<file path="src/sv/tfst_pkg.sv">
`default_nettype none
package tfst_pkg;

  typedef struct packed {
    logic [31:0] sip;
    logic [15:0] sport;
    logic [31:0] dip;
    logic [15:0] dport;
  } key_t;

  typedef struct packed {
    logic [15:0] half_to;
    logic [15:0] full_to;
    logic [15:0] rst_to;
    logic [15:0] fin_to;
    logic [15:0] interval;
  } cfg_t;

  // compare unit results for one slot
  typedef struct packed {
    logic fwd;
    logic rev;
    logic expired;
  } cmp_t;

  typedef struct packed {
    logic [1:0] kind;
    key_t       key;
    logic [1:0] st;
    logic       full;
  } res_t;

  localparam logic [1:0] KIND_AGED = 2'd0;
  localparam logic [1:0] KIND_NEW  = 2'd1;
  localparam logic [1:0] KIND_PKT  = 2'd2;

  localparam logic [1:0] ST_HALF = 2'd0;
  localparam logic [1:0] ST_FULL = 2'd1;
  localparam logic [1:0] ST_RST  = 2'd2;
  localparam logic [1:0] ST_FIN  = 2'd3;

  localparam logic [2:0] REG_HALF     = 3'd0;
  localparam logic [2:0] REG_FULL     = 3'd1;
  localparam logic [2:0] REG_RST      = 3'd2;
  localparam logic [2:0] REG_FIN      = 3'd3;
  localparam logic [2:0] REG_INTERVAL = 3'd4;

  localparam int FLAG_RST = 2;
  localparam int FLAG_FIN = 0;

endpackage
`default_nettype wire

</file>
<file path="src/sv/tfst_ram.sv">
`default_nettype none
module tfst_ram #(
  parameter int WIDTH = 8,
  parameter int DEPTH = 32,
  parameter int AW    = (DEPTH > 1) ? $clog2(DEPTH) : 1
) (
  input  wire logic             clk,
  input  wire logic             we,
  input  wire logic [AW-1:0]    waddr,
  input  wire logic [WIDTH-1:0] wdata,
  input  wire logic             re,
  input  wire logic [AW-1:0]    raddr,
  output logic      [WIDTH-1:0] rdata
);
  logic [WIDTH-1:0] mem [DEPTH];

  always_ff @(posedge clk) begin
    if (we) begin
      mem[waddr] <= wdata;
    end
    if (re) begin
      rdata <= mem[raddr];
    end
  end
endmodule
`default_nettype wire

</file>
<file path="src/sv/tfst_cmp.sv">
`default_nettype none
module tfst_cmp
  import tfst_pkg::*;
(
  input  wire key_t        slot_key,
  input  wire logic [1:0]  slot_st,
  input  wire logic [31:0] slot_seen,
  input  wire key_t        pkt_key,
  input  wire logic [31:0] now,
  input  wire cfg_t        cfg,
  output cmp_t             res
);
  logic [15:0] tmo;
  logic [31:0] idle;

  always_comb begin
    unique case (slot_st)
      ST_HALF: tmo = cfg.half_to;
      ST_FULL: tmo = cfg.full_to;
      ST_RST:  tmo = cfg.rst_to;
      default: tmo = cfg.fin_to;
    endcase
  end

  assign idle        = now - slot_seen;
  assign res.expired = idle >= {16'd0, tmo};
  assign res.fwd     = slot_key == pkt_key;
  assign res.rev     = (slot_key.sip == pkt_key.dip) && (slot_key.sport == pkt_key.dport) &&
                       (slot_key.dip == pkt_key.sip) && (slot_key.dport == pkt_key.sport);
endmodule
`default_nettype wire

</file>
<file path="src/sv/tcp_flow_state_tracker.sv">
`default_nettype none
// Channel  | Handshake            | Payload
// ---------+----------------------+------------------------------------------------
// in       | in_valid / in_ready  | now_sec is_tcp src_ip src_port dst_ip dst_port
//          |                      | tcp_flags
// out      | out_valid / out_ready| event_kind flow_* flow_state table_full last
// cfg      | cfg_we (no wait)     | cfg_index cfg_data
//
// An item passes through an aging scan, when one is due, and a lookup scan,
// for TCP, both through the one compare unit: every slot is read from the
// registered table memory and checked the next cycle. The sequencer then
// decides, writes, reports and flushes before it returns to idle; no new item
// is accepted until then. A packet with no aging due and no TCP goes straight
// to the flush step.
// Synchronous reset clears valid bits, last check time and the sequencer;
// no memory clearing pass is needed. A result waits in a one-item hold
// register so the final one can carry last; the sequencer stalls while
// that register and the output register are both full and out_ready is low.
module tcp_flow_state_tracker
  import tfst_pkg::*;
#(
  parameter int TABLE_ENTRIES = 32
) (
  input  wire logic        clk,
  input  wire logic        rst,
  input  wire logic        in_valid,
  output logic             in_ready,
  input  wire logic [31:0] now_sec,
  input  wire logic        is_tcp,
  input  wire logic [31:0] src_ip,
  input  wire logic [15:0] src_port,
  input  wire logic [31:0] dst_ip,
  input  wire logic [15:0] dst_port,
  input  wire logic [7:0]  tcp_flags,
  output logic             out_valid,
  input  wire logic        out_ready,
  output logic [1:0]       event_kind,
  output logic [31:0]      flow_src_ip,
  output logic [15:0]      flow_src_port,
  output logic [31:0]      flow_dst_ip,
  output logic [15:0]      flow_dst_port,
  output logic [1:0]       flow_state,
  output logic             table_full,
  output logic             last,
  input  wire logic        cfg_we,
  input  wire logic [2:0]  cfg_index,
  input  wire logic [15:0] cfg_data
);
  localparam int AW = (TABLE_ENTRIES > 1) ? $clog2(TABLE_ENTRIES) : 1;
  localparam int CW = $clog2(TABLE_ENTRIES + 1);
  localparam logic [CW-1:0] LAST_IDX = CW'(TABLE_ENTRIES - 1);

  typedef enum logic [3:0] {
    S_IDLE, S_AGE_RD, S_AGE_CHK, S_LK_RD, S_LK_CHK, S_DECIDE,
    S_WR_F, S_WR_R, S_EMIT_C, S_EMIT_P, S_FLUSH
  } state_t;

  state_t state;
  cfg_t   cfg;

  // latched item
  logic [31:0] now;
  logic        tcp;
  key_t        pkt;
  logic [7:0]  flags;

  logic [31:0] last_check;
  logic [TABLE_ENTRIES-1:0] valid;
  logic [CW-1:0] idx;

  // lookup scan results
  logic          f_found, r_found, free_found;
  logic [AW-1:0] f_idx, r_idx, free_idx;
  logic [1:0]    f_state;
  logic          ins, upd_r;
  logic [1:0]    final_st, r_st;

  // result hold and output registers
  res_t pend, outr;
  logic pend_v, out_last;

  // table memories
  key_t        rd_key;
  logic [1:0]  rd_st;
  logic [31:0] rd_seen;
  logic        rd_en, key_we, seen_we, st_we;
  logic [AW-1:0] st_waddr;
  logic [1:0]  st_wdata;
  cmp_t        cmp;

  logic        due, slot_v, can_emit, emit_fire, flush_fire, rst_flag, fin_flag;
  res_t        emit_data;
  logic [AW-1:0] aidx;

  assign aidx     = idx[AW-1:0];
  assign slot_v   = valid[aidx];
  assign due      = (cfg.interval != 16'd0) && ((now_sec - last_check) >= {16'd0, cfg.interval});
  assign can_emit = !pend_v || !out_valid || out_ready;
  assign rst_flag = flags[FLAG_RST];
  assign fin_flag = flags[FLAG_FIN];

  assign rd_en   = (state == S_AGE_RD) || (state == S_LK_RD);
  assign key_we  = (state == S_WR_F) && ins;
  assign seen_we = (state == S_WR_F);
  assign st_we   = (state == S_WR_F) || ((state == S_WR_R) && upd_r);
  assign st_waddr = (state == S_WR_F) ? f_idx : r_idx;
  assign st_wdata = (state == S_WR_F) ? final_st : r_st;

  tfst_ram #(.WIDTH(96), .DEPTH(TABLE_ENTRIES)) u_key (
    .clk, .we(key_we), .waddr(f_idx), .wdata(pkt), .re(rd_en), .raddr(aidx),
    .rdata(rd_key)
  );
  tfst_ram #(.WIDTH(2), .DEPTH(TABLE_ENTRIES)) u_st (
    .clk, .we(st_we), .waddr(st_waddr), .wdata(st_wdata), .re(rd_en), .raddr(aidx),
    .rdata(rd_st)
  );
  tfst_ram #(.WIDTH(32), .DEPTH(TABLE_ENTRIES)) u_seen (
    .clk, .we(seen_we), .waddr(f_idx), .wdata(now), .re(rd_en), .raddr(aidx),
    .rdata(rd_seen)
  );

  tfst_cmp u_cmp (
    .slot_key(rd_key), .slot_st(rd_st), .slot_seen(rd_seen),
    .pkt_key(pkt), .now, .cfg, .res(cmp)
  );

  // result request from the sequencer
  always_comb begin
    emit_data = '{kind: KIND_PKT, key: pkt, st: final_st, full: 1'b0};
    emit_fire = 1'b0;
    unique case (state)
      S_AGE_CHK: begin
        emit_data = '{kind: KIND_AGED, key: rd_key, st: rd_st, full: 1'b0};
        emit_fire = slot_v && cmp.expired && can_emit;
      end
      S_DECIDE: begin
        emit_data = '{kind: KIND_PKT, key: pkt, st: ST_HALF, full: 1'b1};
        emit_fire = !f_found && !free_found && can_emit;
      end
      S_EMIT_C: begin
        emit_data = '{kind: KIND_NEW, key: pkt, st: ST_HALF, full: 1'b0};
        emit_fire = can_emit;
      end
      S_EMIT_P: emit_fire = can_emit;
      default: ;
    endcase
  end

  assign flush_fire = (state == S_FLUSH) && (!pend_v || !out_valid || out_ready);

  always_ff @(posedge clk) begin
    if (rst) begin
      state      <= S_IDLE;
      valid      <= '0;
      last_check <= '0;
      pend_v     <= 1'b0;
      out_valid  <= 1'b0;
      cfg        <= '{half_to: 16'd60, full_to: 16'd180, rst_to: 16'd10,
                      fin_to: 16'd20, interval: 16'd1};
    end else begin
      if (cfg_we) begin
        unique case (cfg_index)
          REG_HALF:     cfg.half_to  <= cfg_data;
          REG_FULL:     cfg.full_to  <= cfg_data;
          REG_RST:      cfg.rst_to   <= cfg_data;
          REG_FIN:      cfg.fin_to   <= cfg_data;
          REG_INTERVAL: cfg.interval <= cfg_data;
          default: ;
        endcase
      end

      // output side: a held result moves out when a newer one arrives or at flush
      if ((emit_fire || flush_fire) && pend_v) begin
        outr      <= pend;
        out_last  <= flush_fire;
        out_valid <= 1'b1;
      end else if (out_valid && out_ready) begin
        out_valid <= 1'b0;
      end
      if (emit_fire) begin
        pend   <= emit_data;
        pend_v <= 1'b1;
      end else if (flush_fire) begin
        pend_v <= 1'b0;
      end

      unique case (state)
        S_IDLE: begin
          if (in_valid) begin
            now        <= now_sec;
            tcp        <= is_tcp;
            pkt        <= '{sip: src_ip, sport: src_port, dip: dst_ip, dport: dst_port};
            flags      <= tcp_flags;
            idx        <= '0;
            f_found    <= 1'b0;
            r_found    <= 1'b0;
            free_found <= 1'b0;
            if (due) begin
              last_check <= now_sec;
              state      <= S_AGE_RD;
            end else begin
              state <= is_tcp ? S_LK_RD : S_FLUSH;
            end
          end
        end
        S_AGE_RD: state <= S_AGE_CHK;
        S_AGE_CHK: begin
          if (!(slot_v && cmp.expired) || can_emit) begin
            if (slot_v && cmp.expired) begin
              valid[aidx] <= 1'b0;
            end
            if (idx == LAST_IDX) begin
              idx   <= '0;
              state <= tcp ? S_LK_RD : S_FLUSH;
            end else begin
              idx   <= idx + 1'b1;
              state <= S_AGE_RD;
            end
          end
        end
        S_LK_RD: state <= S_LK_CHK;
        S_LK_CHK: begin
          // lowest matching slot wins, as does the lowest free one
          if (slot_v && cmp.fwd && !f_found) begin
            f_found <= 1'b1;
            f_idx   <= aidx;
            f_state <= rd_st;
          end
          if (slot_v && cmp.rev && !r_found) begin
            r_found <= 1'b1;
            r_idx   <= aidx;
          end
          if (!slot_v && !free_found) begin
            free_found <= 1'b1;
            free_idx   <= aidx;
          end
          if (idx == LAST_IDX) begin
            state <= S_DECIDE;
          end else begin
            idx   <= idx + 1'b1;
            state <= S_LK_RD;
          end
        end
        S_DECIDE: begin
          r_st <= rst_flag ? ST_RST : (fin_flag ? ST_FIN : ST_FULL);
          if (f_found) begin
            ins      <= 1'b0;
            upd_r    <= r_found && (rst_flag || fin_flag);
            final_st <= rst_flag ? ST_RST : (fin_flag ? ST_FIN : f_state);
            state    <= S_WR_F;
          end else if (free_found) begin
            ins      <= 1'b1;
            f_idx    <= free_idx;
            upd_r    <= r_found;
            final_st <= rst_flag ? ST_RST :
                        (fin_flag ? ST_FIN : (r_found ? ST_FULL : ST_HALF));
            state    <= S_WR_F;
          end else if (can_emit) begin
            state <= S_FLUSH;  // table full
          end
        end
        S_WR_F: begin
          if (ins) begin
            valid[f_idx] <= 1'b1;
          end
          state <= S_WR_R;
        end
        S_WR_R: state <= ins ? S_EMIT_C : S_EMIT_P;
        S_EMIT_C: if (can_emit) state <= S_EMIT_P;
        S_EMIT_P: if (can_emit) state <= S_FLUSH;
        S_FLUSH:  if (flush_fire) state <= S_IDLE;
        default:  state <= S_IDLE;
      endcase
    end
  end

  assign in_ready      = (state == S_IDLE);
  assign event_kind    = outr.kind;
  assign flow_src_ip   = outr.key.sip;
  assign flow_src_port = outr.key.sport;
  assign flow_dst_ip   = outr.key.dip;
  assign flow_dst_port = outr.key.dport;
  assign flow_state    = outr.st;
  assign table_full    = outr.full;
  assign last          = out_last;
endmodule
`default_nettype wire

</file>
<file path="config.mk">
export PLATFORM = sky130hd
export DESIGN_NAME = tcp_flow_state_tracker
export DESIGN_NICKNAME = d
export VERILOG_FILES = /design/src/sv/tfst_pkg.sv /design/src/sv/tfst_ram.sv /design/src/sv/tfst_cmp.sv /design/src/sv/tcp_flow_state_tracker.sv
export SDC_FILE = /design/constraint.sdc
export NUM_CORES = 2
export LEC_CHECK = 0
export BUFFER_PORTS_ARGS = -buffer_cell sky130_fd_sc_hd__buf_2
export CELL_PAD_IN_SITES_DETAIL_PLACEMENT = 0
export CELL_PAD_IN_SITES_GLOBAL_PLACEMENT = 1
export CORE_MARGIN = 10
export CORE_UTILIZATION = 49
export CTS_CLUSTER_SIZE = 10
export DETAILED_ROUTE_END_ITERATION = 8
export HOLD_SLACK_MARGIN = 0.1
export PLACE_DENSITY = 0.81
export SLEW_MARGIN = 20
export SYNTH_ARGS = -nofsm -noshare
export SYNTH_HDL_FRONTEND = slang
export SYNTH_HIERARCHICAL = 1
export SYNTH_MEMORY_MAX_BITS = 65536
export SYNTH_SLANG_ARGS = --single-unit
</file>
<file path="constraint.sdc">
create_clock -name clk -period 7.84 [get_ports clk]
set_input_delay 0.784 -clock clk [delete_from_list [all_inputs] [get_ports clk]]
set_output_delay 0.784 -clock clk [all_outputs]
set_load 0.005 [all_outputs]
</file>
# After elaboration in Yosys (flattened, before gate mapping)

Memory sizes are Yosys's and may differ from the RTL's. A register that Yosys moved wholly into a read port is not among the register bits.
Index checks and enable logic that the tools add are counted.

Register bits after elaboration: 517
Bits in latches: 0
Memory bits (writable): 4160
ROM bits: 0
Input bits: 161
Output and inout bits: 104
Word-level logic and storage cells: 228
Memories kept: 3

Memories:

| name       | words | width | read ports | clocked after memory_dff | write ports | line           | RTL |
|---|---|---|---|---|---|---|---|
| u_key.mem  | 32    | 96    | 1          | 1                        | 1           | tfst_ram.sv:15 | `logic [WIDTH-1:0] mem [DEPTH];` |
| u_seen.mem | 32    | 32    | 1          | 1                        | 1           | tfst_ram.sv:15 |  |
| u_st.mem   | 32    | 2     | 1          | 1                        | 1           | tfst_ram.sv:15 |  |

$add $sub $neg: 3
Multiply operators: 0
Div/mod/pow operators: 0
Order comparisons: 6
Eq/ne operators: 34
Shift operators: 0
Multiplexer cells: 66
Bitwise operators: 4
Reductions and logical operators: 68

Operators with widths:

| operator                                                              | number |
|---|---|
| 101-bit case mux with 3 select lines                                  | 1 |
| 96-bit equality test                                                  | 1 |
| 32-bit 2-to-1 mux                                                     | 3 |
| 32-bit equality test                                                  | 2 |
| 32-bit by 16-bit >= comparator with 1-bit output                      | 2 |
| 32-bit case mux with 2 select lines                                   | 1 |
| 32-bit subtractor                                                     | 2 |
| 16-bit case mux with 3 select lines                                   | 1 |
| 4-bit 2-to-1 mux                                                      | 11 |
| 4-bit case mux with 11 select lines                                   | 1 |
| 32-bit AND                                                            | 1 |
| 16-bit equality test                                                  | 2 |
| 32-bit NOT                                                            | 1 |
| 32-bit bitwise OR                                                     | 1 |
| 6-bit 2-to-1 mux                                                      | 4 |
| 2-bit != test, second input constant                                  | 12 |
| 1-bit 2-to-1 mux                                                      | 22 |
| 1-bit logical AND                                                     | 21 |
| 5-bit 2-to-1 mux                                                      | 4 |
| 4-bit AND reduction                                                   | 5 |
| 6-bit case mux with 3 select lines                                    | 1 |
| 3-bit AND reduction                                                   | 6 |
| 4-bit by 3-bit equality test with 1-bit output, second input constant | 4 |
| 2-bit 2-to-1 mux                                                      | 8 |
| 30 further kinds                                                      | 64 |

# Logic depth before layout (Yosys ltp)

Depth after elaboration: 9
Mapped depth: 26
Mapped depth without buffers: 26

# By module

Netlist, hierarchy kept.

By module, submodules not included:

| module                 | instances | cells an instance | area an instance (µm²) | sequential area each (µm²) |
|---|---|---|---|---|
| tfst_ram at u_key      | 1         | 5604              | 119445.8               | 95131.2 |
| tfst_ram at u_seen     | 1         | 2260              | 40812.9                | 31710.4 |
| tcp_flow_state_tracker | 1         | 1781              | 21433.1                | 13993.4 |
| tfst_cmp               | 1         | 625               | 4727.0                 | 0.0 |
| tfst_ram at u_st       | 1         | 185               | 2802.7                 | 1981.9 |

# Worst setup path after synthesis

Ideal clock, no wire load.

Kind: register -> register
Start point: reg now[0]
End point: reg pend[0] (netlist bit), enable pin
Library setup time: 562 ps
Arrival time: 8005 ps
Required time: 7278 ps
Slack: -727 ps
Stages on the path, launching flop included: 24
Buffers on the path: 0
Period minus slack after synthesis: 8567 ps
Path through: edfxtp_1 -> inv_1 -> ha_1 -> fa_1 -> nand2b_1 -> a21oi_2 -> nor2b_1 -> nand2_1 -> and3_1 -> o21ai_0 -> nand2b_1 -> xor2_1 -> ha_1 -> nand4_1 -> a2111oi_0 -> o21ai_0 -> o2111ai_1 -> a2111oi_2 -> nand4_1 -> or4_1 -> or4_1 -> and3_1 -> o21ai_1 -> nor2_1

RTL lines:

| item                     | line                          | RTL |
|---|---|---|
| start: declaration       | tcp_flow_state_tracker.sv:62  | `logic [31:0] now;` |
| start signal: assignment | tcp_flow_state_tracker.sv:190 | `now <= now_sec;` |
| end signal: assignment   | tcp_flow_state_tracker.sv:181 | `pend <= emit_data;` |
| end: declaration         | tcp_flow_state_tracker.sv:79  | `res_t pend, outr;` |

==> metrics.txt <==
# TYPE chip_impl_metric gauge
chip_impl_metric{name="floorplan.io_pins",unit=""} 265
chip_impl_metric{name="die_h",unit="um"} 641.4
chip_impl_metric{name="dr.first_iter.drc_count",unit=""} 14450
chip_impl_metric{name="achievable-frequency",unit="GHz"} 0.1383
chip_impl_metric{name="synth_xor_area_share",unit="%"} 1.051
chip_impl_metric{name="timing.final.crit_share",unit="%"} 92.26
chip_impl_metric{name="netSwitchingPower",unit="W"} 0.01234
chip_impl_info{name="synth_top_flop_cell",value="edfxtp_1"} 1
chip_impl_info{name="worst_setup_path_end_kind",value="flip-flop"} 1
chip_impl_metric{name="placement_rows",unit=""} 228
chip_impl_metric{name="power.leakage",unit="nW"} 70.85
chip_impl_info{name="tritoncts",value="yes"} 1
chip_impl_metric{name="synthMuxAreaShare",unit="%"} 12.38
chip_impl_metric{name="drtPass1Iterations",unit=""} 8
chip_impl_metric{name="h_tree_levels",unit=""} 6
chip_impl_info{name="yosysTopAreaCell",value="edfxtp_1"} 1
chip_impl_metric{name="grt_pass1_wl",unit="mm"} 761.9
chip_impl_metric{name="number_of_flops_mapped_to_enable_cells_by_yosys",unit=""} 4656
chip_impl_metric{name="layout-area-overhead-vs-synth",unit="%"} 13.52
chip_impl_metric{name="final-hold-violation-count",unit=""} 0
chip_impl_metric{name="clock_power_share",unit="%"} 41.5
chip_impl_metric{name="hold_critical_path_depth",unit=""} 3
chip_impl_metric{name="number_of_global_route_vias_before_repair",unit=""} 105300
chip_impl_metric{name="route.antenna.remaining_nets",unit=""} 0
chip_impl_metric{name="synth-simple-area-share",unit="%"} 3.582
chip_impl_metric{name="nNetsFinal",unit=""} 11440
chip_impl_metric{name="critPathBufInv",unit=""} 1
chip_impl_metric{name="drive_above_1_share",unit="%"} 16.49
chip_impl_metric{name="grt-ovfl-total",unit=""} 0
chip_impl_metric{name="final.setup.tns",unit="ns"} 0
chip_impl_info{name="min-delay-start",value="now_sec[23]"} 1
chip_impl_info{name="status",value="complete, no violations"} 1
chip_impl_metric{name="die_width",unit="um"} 641.4
chip_impl_metric{name="fin_hold_ws",unit="ns"} 0.1757
chip_impl_info{name="grt_setup_unrepaired",value="false"} 1
chip_impl_metric{name="initial_cell_density_of_the_core",unit="%"} 49.13
chip_impl_metric{name="routed-via-count",unit=""} 106100
chip_impl_metric{name="post_synth_inst_count",unit=""} 10460
chip_impl_metric{name="post_synth_design_cell_area",unit="um2"} 189200
chip_impl_metric{name="synth_adder_area_share",unit="%"} 0.6692
chip_impl_info{name="cts_root_buffer",value="clkbuf_16"} 1
chip_impl_metric{name="postSynthRegisterBits",unit=""} 4806
chip_impl_metric{name="internal-power",unit="W"} 0.04276
chip_impl_metric{name="layout_min_cycle_time",unit="ns"} 7.233
chip_impl_metric{name="synth_compound_gate_area_share",unit="%"} 5.124
chip_impl_metric{name="crit_path_max_incr_delay",unit="ns"} 1.01
chip_impl_info{name="synth_top_family_by_area",value="multiplexers"} 1
chip_impl_metric{name="synth-async-reset-ratio",unit="%"} 0
chip_impl_metric{name="timing.max_slew.rel_slack",unit="%"} 17.68
chip_impl_metric{name="regToRegSetupSlack",unit="ns"} 0.61
chip_impl_metric{name="clkSinkCount",unit=""} 4806
chip_impl_metric{name="cts.repair.resized",unit=""} 0
chip_impl_metric{name="synth_nets",unit=""} 10720
chip_impl_metric{name="clock_latency",unit="ns"} 1.09
chip_impl_info{name="critical_path.cell_chain",value="ha_1 -> o211ai_1 -> nand2_1 -> nand3_1 -> nand2_1 -> a21oi_1 -> o21ai_0 -> xor2_1 -> ha_1 -> a221o_1 -> nor4_1 -> o2111ai_1 -> a2111oi_2 -> nand4_1 -> or4_1 -> or4_1 -> and3_1 -> o21ai_1 -> nand2_1 -> and3_4 -> buf_4"} 1
chip_impl_metric{name="timing.critical_path.required",unit="ns"} 8.59
chip_impl_metric{name="hpwl_after_detailed_placement",unit="mm"} 293.7
chip_impl_metric{name="switching_share",unit="%"} 22.40
chip_impl_info{name="worstReg2RegStart",value="now[2]"} 1
chip_impl_metric{name="die_area",unit="um2"} 411400
chip_impl_metric{name="grt_start_max_net_pins",unit=""} 129
chip_impl_metric{name="synth_cell_type_count",unit=""} 84
chip_impl_metric{name="report.final.slew_viol_count",unit=""} 0
chip_impl_metric{name="seq_power_share",unit="%"} 52.1
chip_impl_info{name="setup.worst_path.start_class",value="flip-flop"} 1
chip_impl_metric{name="drc",unit=""} 0
chip_impl_metric{name="drt-vias-per-instance",unit=""} 6.474
chip_impl_info{name="critical_path.reg2reg.endpoint",value="flow_dst_ip[0]"} 1
chip_impl_info{name="path_class",value="flip-flop to flip-flop"} 1
chip_impl_metric{name="timing.final.setup_violations",unit=""} 0
chip_impl_info{name="cp_slowest_cell",value="edfxtp_1"} 1
chip_impl_metric{name="skew",unit="ns"} 0.1169
chip_impl_metric{name="power-per-cell-area",unit="nW/um2"} 256.5
chip_impl_metric{name="worstMarginPinSlew",unit="ns"} 1.230
chip_impl_metric{name="clock_slew_at_the_register_clock_pins_of_the_worst_setup_and_hold_paths",unit="ns"} 0.05
chip_impl_metric{name="netlist.area_leader.share",unit="%"} 73.89
chip_impl_metric{name="power.share.combinational",unit="%"} 6.5
chip_impl_metric{name="worstPathArrival",unit="ns"} 7.98
chip_impl_metric{name="core_region_area",unit="um2"} 385100
chip_impl_metric{name="final_wirelength",unit="mm"} 543.6
chip_impl_metric{name="grt_antenna_before_repair",unit=""} 48
chip_impl_metric{name="crit_fanout",unit=""} 43
chip_impl_metric{name="synth-seq-area-share",unit="%"} 75.48
chip_impl_metric{name="synth.avg_cell_area",unit="um2"} 18.10
chip_impl_metric{name="global_route.usage.total",unit="%"} 25.65
chip_impl_info{name="holdCritPathClass",value="input port to flip-flop"} 1
chip_impl_metric{name="wire_per_inst",unit="um"} 33.18
chip_impl_metric{name="buffer_ports.inserted",unit=""} 258
chip_impl_info{name="critPathTopFamily",value="simple AND/OR/NAND/NOR gates"} 1
chip_impl_metric{name="post-layout-total-power",unit="W"} 0.05511
chip_impl_metric{name="cap_viol_max_count",unit=""} 0
chip_impl_metric{name="clk_path_buf_depth",unit=""} 4
chip_impl_metric{name="yosysWarnings",unit=""} 6
chip_impl_metric{name="worstRegToRegCells",unit=""} 21
chip_impl_metric{name="irDropWorstVdd",unit="V"} 0.0002372
chip_impl_metric{name="gp_routability_congestion",unit=""} 0.9138
chip_impl_metric{name="cts_inserted_buffers",unit=""} 559
chip_impl_info{name="cpMostUsedCell",value="nand2_1"} 1
chip_impl_metric{name="finalCoreUtilization",unit="%"} 55.78
chip_impl_info{name="synth_area_leaders",value="edfxtp_1 74%, mux2i_1 6.9%, mux4_2 4.9%"} 1
chip_impl_info{name="holdPathEnd",value="last_check[23]"} 1
## kinds of logic after synthesis
| logic type | after synthesis |
|---|---|
| simple gates | 1409 |
| flops | 4806 |
| xor+xnor | 227 |
| fa+ha+maj | 100 |
| compound gates | 1416 |
| buf+inv | 679 |
| mux | 1818 |
## area by class of cell
cell class | count | area, um2
sequential | 4806 | 142800
inverter | 129 | 484.2
antenna | 26 | 65.06
clock buffer | 609 | 14360
tap | 5060 | 6331
fill | 28370 | 170300
timing repair buffer | 713 | 5670
multi-input combinational | 4970 | 43890
clock inverter | 69 | 1196
## worst max-delay path by stage
| stage | start | endpoint | slack [ns] | cells after the start |
|---|---|---|---|---|
| final | now[2] | flow_dst_ip[0] | 0.61 | 21 |
| after global placement | now[2] | flow_dst_ip[22] | 0.76 | 21 |
| after floorplan | rst | flags[0] | 0.56 | 3 |
| after detailed placement | now[2] | flow_dst_port[6] | 0.73 | 22 |
| after CTS | now[2] | flow_dst_ip[0] | 0.70 | 21 |
| after global routing | now[2] | flow_src_ip[0] | 0.22 | 21 |
## sequential cells by signal, indices dropped and copies added (netlist names), 4 cells and up
register,cells
u_key/mem,3072
flow_dst_ip,32
idx,6
free_idx,5
now,32
flow_dst_port,16
u_key/rdata,96
u_st/mem,64
pend,101
u_seen/mem,1024
cfg,80
last_check,32
state,4
valid,32
r_idx,5
pkt,96
flow_src_port,16
flow_src_ip,32
u_seen/rdata,32
f_idx,5
## cells in the mapped netlist (all sizes together), types with 7 or more instances
cell and count:
a2111oi 8, a211oi 8, a21o 12, a21oi 332, a221oi 9, a22o 116
a22oi 625, a31oi 94, and2 18, and3 18, buf 297, clkbuf 253
dfxtp 150, edfxtp 4656, ha 98, inv 127, mux2 96, mux2i 1313
mux4 409, nand2 439, nand2b 28, nand3 383, nand3b 21, nand4 93
nor2 206, nor2b 33, nor3 66, nor3b 7, nor4 44, o2111ai 9
o211ai 15, o21a 16, o21ai 122, or2 11, or3 11, or3b 9
xnor2 105, xor2 122
## layout by cell type, fill, tap and decap left out, types with 150 or more instances in the layout
cell / synthesis / routed
buf_4: 69 / 272
clkbuf_16: 0 / 566
a22oi_1: 625 / 625
a21oi_1: 324 / 324
edfxtp_1: 4656 / 4656
dfxtp_1: 150 / 150
buf_2: 175 / 257
mux2i_1: 1313 / 1313
nand3_1: 383 / 382
nand2_1: 439 / 437
mux4_2: 409 / 409
## tightest hold or removal path, delay by kind of cell
family                 cells  cell delay, ns
buffers and inverters      1            0.20
AND/OR/NAND/NOR            1            0.10
AO/OA/AOI/OAI              1            0.05
## power by group through the flow
stage	sequential [W]	combinational, W	clock (W)
after global placement	0.0292	0.00336	0
after global routing	0.0287	0.00376	0.0241
after CTS	0.0287	0.00350	0.0231
after detailed placement	0.0292	0.00342	0
after floorplan	0.0292	0.00212	0
final	0.0287	0.00357	0.0229
## routing by layer
metal  GRT usage [%]  part of all wire [%]
met2           41.02                    47
met5               0                 0.023
met4           12.31                   5.6
met3           5.659                    12
met1           33.60                    36
## stage by stage
step | worst slack (ns) | cell area (um2) | instances
4_1_cts | 0.6997 | 214700 | 16350
3_5_place_dp | 0.7314 | 197800 | 15540
6_report | 0.6070 | 214800 | 16380
5_1_grt | 0.2249 | 214800 | 16370
3_3_place_gp | 0.7608 | 197800 | 15540
2_1_floorplan | 0.5601 | 189200 | 10460
## timing repair
action	CTS	global route
hold buffers	132	0
setup buffers	0	0
hold endpoints to repair	214	0
No activity file was read; power rests on OpenSTA's default activity.
